[src/rtl/drc_pkg.sv]
// shared types and constants for the directed reachability counter
`default_nettype none

package drc_pkg;

    // operation codes of an input word
    localparam logic [1:0] OP_ADD   = 2'd0;
    localparam logic [1:0] OP_QUERY = 2'd1;
    localparam logic [1:0] OP_CLEAR = 2'd2;

    // widths of the word fields
    localparam int NODE_W  = 5;
    localparam int COUNT_W = 5;

    // largest count the result field can carry
    localparam logic [COUNT_W-1:0] MAX_COUNT = 5'd31;

    // control state of the sequencer
    typedef enum logic [1:0] {
        S_IDLE,
        S_RUN,
        S_HOLD
    } t_state;

    // control bits that travel with the wave around the ring
    typedef struct packed {
        logic vld;
        logic chg;
    } t_wave_ctl;

endpackage

`default_nettype wire

[src/rtl/drc_cell.sv]
// one ring cell: holds one adjacency row and expands the passing wave by it
`default_nettype none

module drc_cell
    import drc_pkg::*;
#(
    parameter int NODES = 32,
    parameter int CW    = 6,
    parameter int IDX   = 0
) (
    input  wire logic             i_clk,
    input  wire logic             i_rst_n,
    input  wire logic             i_wr_en,
    input  wire logic [NODES-1:0] i_wr_bit,
    input  wire logic             i_clr,
    input  wire logic [NODES-1:0] i_vec,
    input  wire logic [CW-1:0]    i_cnt,
    input  wire t_wave_ctl        i_ctl,
    output logic      [NODES-1:0] o_vec,
    output logic      [CW-1:0]    o_cnt,
    output t_wave_ctl             o_ctl
);

    logic [NODES-1:0] r_row;
    logic [NODES-1:0] r_vec;
    logic [CW-1:0]    r_cnt;
    t_wave_ctl        r_ctl;

    logic [NODES-1:0] n_vec;
    logic [CW-1:0]    n_cnt;
    t_wave_ctl        n_ctl;

    // a marked node pulls in its successors
    always_comb begin
        n_vec     = i_vec | (i_vec[IDX] ? r_row : '0);
        n_cnt     = i_cnt + CW'(n_vec[IDX]);
        n_ctl.vld = i_ctl.vld;
        n_ctl.chg = i_ctl.chg | (n_vec != i_vec);
    end

    always_ff @(posedge i_clk) begin
        if (!i_rst_n) begin
            r_row <= '0;
            r_ctl <= '0;
        end else begin
            if (i_clr) begin
                r_row <= '0;
            end else if (i_wr_en) begin
                r_row <= r_row | i_wr_bit;
            end
            r_ctl <= n_ctl;
        end
    end

    always_ff @(posedge i_clk) begin
        r_vec <= n_vec;
        r_cnt <= n_cnt;
    end

    assign o_vec = r_vec;
    assign o_cnt = r_cnt;
    assign o_ctl = r_ctl;

endmodule

`default_nettype wire

[src/rtl/directed_reachability_count.sv]
// top level: directed graph reachability counter built as a ring of row cells
//
// input channel: i_valid / o_stall carry one word of i_op, i_from_node, i_to_node.
//   add (op 0) sets edge from_node -> to_node, clear (op 2) empties the graph,
//   query (op 1) asks how many nodes are reachable from from_node, start excluded.
//   op 3 and adds naming a node outside the graph are taken and dropped.
// output channel: o_valid / i_stall carry o_reached_count, one word per query.
// add, clear and op 3 leave the sequencer idle.  a query injects a wave
//   into a ring of NODES cells; each cell owns one adjacency row and ORs it into
//   the wave when its node is marked.  the wave laps until a lap marks nothing
//   new, at most NODES laps (the laps that mark a new node plus the final,
//   unchanged one).  the answer word's count is summed by the cells during
//   that final, unchanged lap.
// o_stall is high while a query is in the ring or its word waits to enter the
//   output register; a word already in the output register does not block adds.
// receiver stall: the output word holds until taken; a finished query waits.
// reset (synchronous, i_rst_n low) empties the graph and drops any query.
`default_nettype none

module directed_reachability_count
    import drc_pkg::*;
#(
    parameter int NODES = 32
) (
    input  wire logic               i_clk,
    input  wire logic               i_rst_n,
    input  wire logic               i_valid,
    output logic                    o_stall,
    input  wire logic [1:0]         i_op,
    input  wire logic [NODE_W-1:0]  i_from_node,
    input  wire logic [NODE_W-1:0]  i_to_node,
    output logic                    o_valid,
    input  wire logic               i_stall,
    output logic [COUNT_W-1:0]      o_reached_count
);

    localparam int CW = $clog2(NODES + 1);

    t_state               r_state;
    t_state               n_state;
    logic [COUNT_W-1:0]   r_res;
    logic [COUNT_W-1:0]   n_res;
    logic                 r_out_vld;
    logic [COUNT_W-1:0]   r_out_cnt;

    // ring wires: output of each cell
    logic [NODES-1:0]     ring_vec [NODES];
    logic [CW-1:0]        ring_cnt [NODES];
    t_wave_ctl            ring_ctl [NODES];

    // head of ring input
    logic [NODES-1:0]     head_vec;
    logic [CW-1:0]        head_cnt;
    t_wave_ctl            head_ctl;

    logic                 accept;
    logic                 from_ok;
    logic                 to_ok;
    logic                 do_add;
    logic                 do_clr;
    logic                 inject;
    logic                 q_bad;
    logic                 done;
    logic                 load_out;
    logic [NODES-1:0]     from_bit;
    logic [NODES-1:0]     to_bit;
    logic [COUNT_W-1:0]   sat_cnt;
    t_wave_ctl            tail_ctl;

    assign accept   = i_valid && !o_stall;
    assign from_ok  = 32'(i_from_node) < NODES;
    assign to_ok    = 32'(i_to_node) < NODES;
    assign from_bit = {{(NODES-1){1'b0}}, 1'b1} << i_from_node;
    assign to_bit   = {{(NODES-1){1'b0}}, 1'b1} << i_to_node;

    assign do_add   = accept && (i_op == OP_ADD) && from_ok && to_ok;
    assign do_clr   = accept && (i_op == OP_CLEAR);
    assign tail_ctl = ring_ctl[NODES-1];

    // wave finished when a full lap marked nothing new
    assign done     = (r_state == S_RUN) && tail_ctl.vld && !tail_ctl.chg;

    // saturated count, start node removed
    always_comb begin
        if (32'(ring_cnt[NODES-1]) > 32'(MAX_COUNT) + 32'd1) begin
            sat_cnt = MAX_COUNT;
        end else begin
            sat_cnt = COUNT_W'(32'(ring_cnt[NODES-1]) - 32'd1);
        end
    end

    // next state
    always_comb begin
        n_state = r_state;
        case (r_state)
            S_IDLE: begin
                if (accept && (i_op == OP_QUERY)) begin
                    n_state = from_ok ? S_RUN : S_HOLD;
                end
            end
            S_RUN: begin
                if (done) begin
                    n_state = S_HOLD;
                end
            end
            S_HOLD: begin
                if (!r_out_vld || !i_stall) begin
                    n_state = S_IDLE;
                end
            end
            default: n_state = S_IDLE;
        endcase
    end

    // sequencer outputs
    always_comb begin
        o_stall  = 1'b1;
        inject   = 1'b0;
        q_bad    = 1'b0;
        load_out = 1'b0;
        case (r_state)
            S_IDLE: begin
                o_stall = 1'b0;
                inject  = accept && (i_op == OP_QUERY) && from_ok;
                q_bad   = accept && (i_op == OP_QUERY) && !from_ok;
            end
            S_RUN: begin
                o_stall = 1'b1;
            end
            S_HOLD: begin
                load_out = !r_out_vld || !i_stall;
            end
            default: o_stall = 1'b1;
        endcase
    end

    // held result
    always_comb begin
        n_res = r_res;
        if (q_bad) begin
            n_res = '0;
        end else if (done) begin
            n_res = sat_cnt;
        end
    end

    // ring head: fresh wave or the previous lap coming round
    always_comb begin
        head_vec     = inject ? from_bit : ring_vec[NODES-1];
        head_cnt     = '0;
        head_ctl.vld = inject || (tail_ctl.vld && tail_ctl.chg);
        head_ctl.chg = 1'b0;
    end

    for (genvar g = 0; g < NODES; g++) begin : g_cell
        logic [NODES-1:0] c_vec;
        logic [CW-1:0]    c_cnt;
        t_wave_ctl        c_ctl;
        logic             c_wr;

        assign c_wr = do_add && (32'(i_from_node) == g);

        if (g == 0) begin : g_head
            assign c_vec = head_vec;
            assign c_cnt = head_cnt;
            assign c_ctl = head_ctl;
        end else begin : g_link
            assign c_vec = ring_vec[g-1];
            assign c_cnt = ring_cnt[g-1];
            assign c_ctl = ring_ctl[g-1];
        end

        drc_cell #(
            .NODES (NODES),
            .CW    (CW),
            .IDX   (g)
        ) u_cell (
            .i_clk    (i_clk),
            .i_rst_n  (i_rst_n),
            .i_wr_en  (c_wr),
            .i_wr_bit (to_bit),
            .i_clr    (do_clr),
            .i_vec    (c_vec),
            .i_cnt    (c_cnt),
            .i_ctl    (c_ctl),
            .o_vec    (ring_vec[g]),
            .o_cnt    (ring_cnt[g]),
            .o_ctl    (ring_ctl[g])
        );
    end

    always_ff @(posedge i_clk) begin
        if (!i_rst_n) begin
            r_state   <= S_IDLE;
            r_out_vld <= 1'b0;
        end else begin
            r_state <= n_state;
            if (load_out) begin
                r_out_vld <= 1'b1;
            end else if (!i_stall) begin
                r_out_vld <= 1'b0;
            end
        end
    end

    always_ff @(posedge i_clk) begin
        r_res <= n_res;
        if (load_out) begin
            r_out_cnt <= r_res;
        end
    end

    assign o_valid         = r_out_vld;
    assign o_reached_count = r_out_cnt;

endmodule

`default_nettype wire
[config.mk]
export PLATFORM = sky130hd
export DESIGN_NAME = directed_reachability_count
export DESIGN_NICKNAME = d
export VERILOG_FILES = /design/src/rtl/drc_pkg.sv /design/src/rtl/drc_cell.sv /design/src/rtl/directed_reachability_count.sv
export SDC_FILE = /design/constraint.sdc
export NUM_CORES = 2
export LEC_CHECK = 0
export BUFFER_PORTS_ARGS = -buffer_cell sky130_fd_sc_hd__buf_2
export CAP_MARGIN = 10
export CELL_PAD_IN_SITES_DETAIL_PLACEMENT = 1
export CELL_PAD_IN_SITES_GLOBAL_PLACEMENT = 2
export CORE_MARGIN = 1.5
export CORE_UTILIZATION = 36
export CTS_CLUSTER_DIAMETER = 60
export DETAILED_ROUTE_END_ITERATION = 6
export PLACE_DENSITY = 0.71
export SLEW_MARGIN = 25
export SYNTH_ARGS = -nofsm -noshare
export SYNTH_HDL_FRONTEND = slang
export SYNTH_SLANG_ARGS = --single-unit
[constraint.sdc]
create_clock -name i_clk -period 2.2 [get_ports i_clk]
set_input_delay 0.66 -clock i_clk [delete_from_list [all_inputs] [get_ports i_clk]]
set_output_delay 0.66 -clock i_clk [all_outputs]
set_load 0.05 [all_outputs]
==> flow_metrics.py <==
metrics = {
    "final_layout": {
        "nets": 8418,
        "seqCellArea_sq_um": 45500,
        "final_common_cell": "dfxtp_1",
        "drive_gt1_frac": 0.0950,
        "layoutNonFillerInstCount": 11400,
        "mostFrequentLayoutCells": "dfxtp_1, nor2_1, a21oi_1",
        "fillers": 23600,
        "multi_input_area_sq_um": 25000,
        "area_growth_pct": 19.0,
    },
    "power": {
        "clkPwrFrac": 0.474,
        "powerDensity_nw_per_um2": 983,
        "seqPwrFrac": 0.490,
        "p_int_mw": 68.8,
        "power.total_mw": 88.7,
        "max-vdd-ir-drop_mv": 0.824,
        "power.leakage_nw": 39.1,
        "power_frac_comb": 0.036,
        "power.switching_mw": 20.0,
        "sw_frac_of_total": 0.225,
    },
    "synthesis": {
        "synth_ff_type": "dfxtp_1",
        "yosys.area_share.simple": 0.114,
        "synth_compound_area_frac": 0.186,
        "ys_warn_count": 0,
        "ys_types": 67,
        "synth_mux_area_frac": 0.000132,
        "synth_top_family_by_area": "compound AO/OA/AOI/OAI gates",
        "synth-adder-area-share": 0.0104,
        "ys_seq_area_frac": 0.600,
        "synthCells": 8260,
        "synth-edff-count": 10,
        "synth_seq_cells": 2269,
        "synth_nets": 8339,
        "synth_xor_area_frac": 0.0129,
        "async_reset_ff_frac": 0,
        "syn_area_sq_um": 75900,
        "synth_area_per_cell_sq_um": 9.18,
    },
    "clock_tree": {
        "clkTransAtPathRegs_ns": 0.06,
        "cts_sinks": 2269,
        "cts_hold_buf": 0,
        "numCtsBuffers": 239,
        "cts_tree": "built",
        "htreeDepth": 4,
        "cts_buffer_depth": 3,
        "clk_latency_ns": 0.88,
        "cts_root_buffer": "clkbuf_16",
    },
    "detailed_routing": {
        "ant_nets": 0,
        "post_drt_wl_per_cell_um": 23.2,
        "viasPerCell": 5.05,
        "drt_pass1_iterations": 6,
        "drt_wl_total_mm": 263,
        "vias": 57300,
        "drc": 0,
        "drt_first_iter_violations": 3546,
    },
    "place": {
        "dp_hpwl_mm": 183,
        "place.gp.congestion": 0.862,
        "place_inst": 10900,
        "port_buffers": 22,
    },
    "timing": {
        "rsz0062_at_grt": "true",
        "fin_hold_ws_ns": 0.0894,
        "post-route-period-util": 1.01,
        "tightest_slew_ns": 0.819,
        "slew_headroom": 0.447,
        "setup_viol": 1,
        "fmax_mhz": 450,
        "hold_violations": 0,
        "slew_violations": 0,
        "fin_ws_ns": -0.0199,
        "finalClockSkew_ns": 0.0421,
        "layout_min_cycle_time_ns": 2.22,
    },
    "status": {
        "violations": "setup timing",
        "outcome": "finished, violations left",
    },
    "setup_path": {
        "crit_required_ns": 1.54,
        "cp_max_fo": 4,
        "crit_path_end_kind": "output port",
        "cp_data_arrival_time_ns": 1.56,
        "cp-start-kind": "flip-flop",
        "critPathKind": "reg -> out",
    },
    "grt": {
        "antenna_found_initial": 19,
        "grt_usage": 0.244,
        "grt_pass1_wl_mm": 390,
        "grt_max_degree": 69,
        "grt-ovfl-total": 0,
        "grt_pass1_vias": 58900,
    },
    "die": {
        "die_h_um": 462,
        "core_sq_um": 210000,
        "rows": 168,
        "die-area_sq_um": 213000,
        "io_pins": 23,
        "initial_core_util": 0.362,
        "die-width_um": 462,
    },
    "flow_run": {
        "maxCapViolations": 0,
    },
    "hold_path": {
        "min_path_type": "in -> reg",
    },
}
==> logic make-up after synthesis <==
| group | count (synthesis) |
|---|---|
| AOI/OAI and AO/OA | 2226 |
| xor gates and xnor gates | 112 |
| and+or+nand+nor | 2117 |
| buffers and inverters | 1472 |
| DFF | 2269 |
| muxes | 1 |
| adders and majority gates | 63 |
==> power by group through the flow <==
stage / sequential, mW / clock (mW) / combinational (mW)
2_1_floorplan: 44.0 / 0 / 1.65
3_3_place_gp: 44.4 / 0 / 3.24
3_5_place_dp: 44.4 / 0 / 3.24
4_1_cts: 43.5 / 43.0 / 3.29
5_1_grt: 43.6 / 44.7 / 3.49
6_report: 43.5 / 42.0 / 3.22
==> cell usage after synthesis, drive strengths merged, types with 34 or more instances <==
cell	n	area, sq um
a21o	626	4700
a21oi	1001	5010
a221oi	126	1100
and2	34	213
buf	156	785
clkbuf	337	1260
dfxtp	2259	45200
ha	63	788
inv	979	3670
nand2	709	2660
nand3	118	591
nor2	1067	4010
nor3	35	200
nor4	48	307
o21a	61	458
o22ai	317	1980
xnor2	74	648
xor2	38	333
==> metal layers <==
| layer | track usage | vias to the layer above | routed length (um) |
|---|---|---|---|
| li1 | - | 27300 | - |
| met1 | 0.347 | 28700 | 129000 |
| met2 | 0.394 | 946 | 120000 |
| met3 | 0.0280 | 324 | 8740 |
| met4 | 0.0581 | 2 | 5380 |
| met5 | 0 | - | 13 |
==> timing repair <==
| action | in CTS | in global routing |
|---|---|---|
| endpoints found under the setup margin | 96 | 48 |
| pin swaps | 1 | 1 |
| gates resized for setup | 11 | 8 |
| cloned | 0 | 1 |
| buffers inserted | 3 | 1 |
==> critical path, cell delays in order (launching register included) <==
cell	delay, ns
dfxtp_2	0.34
nor2_4	0.14
inv_4	0.07
buf_8	0.15
==> metrics by stage <==
stage	area (sq um)	util	TNS [ns]	setup WS [ns]
2_1_floorplan	75900	-	-0.0886	-0.0886
4_1_cts	90200	0.430	-0.0769	-0.0769
6_report	90300	0.431	-0.0199	-0.0199
5_1_grt	90300	0.431	-0.145	-0.117
3_3_place_gp	81800	0.390	-99.04	-0.558
3_5_place_dp	81800	0.390	-101.27	-0.582
==> flip-flops by register name (all words and copies together) (netlist names) <==
| register | flops |
|---|---|
| o_reached_count | 5 |
| o_valid | 1 |
| g_cell.u_cell.o_ctl | 64 |
| r_res | 5 |
| g_cell.u_cell.o_cnt | 176 |
| r_state | 2 |
| g_cell.u_cell.o_vec | 1024 |
| g_cell.u_cell.r_row | 992 |
==> area by class of cell <==
| type | count | share of cell area |
|---|---|---|
| flip-flops and latches | 2269 | 0.504 |
| diodes | 3 | 0.0000832 |
| multi-input cells | 4519 | 0.277 |
| inverters | 979 | 0.0407 |
| repair buffers | 331 | 0.0463 |
| well taps | 2805 | 0.0389 |
| clock inverters | 85 | 0.0123 |
| clock buffers | 361 | 0.0802 |
==> worst paths after layout <==
path,from,to,slack [ns],cells after the start
worst min register to register,g_cell[16].u_cell.o_vec[19]$_DFF_P_,g_cell[17].u_cell.o_vec[19]$_DFF_P_,0.39,2
worst max-delay path,r_state[0]$_SDFFE_PN0P_,o_stall,-0.02,3
worst min-delay path,i_stall,o_valid$_SDFFE_PN0P_,0.09,3
worst max register to register,r_state[0]$_SDFFE_PN0P_,g_cell[8].u_cell.r_row[10]$_SDFFE_PP0P_,0.13,9
Note: power is estimated with default switching activity, not from simulation.
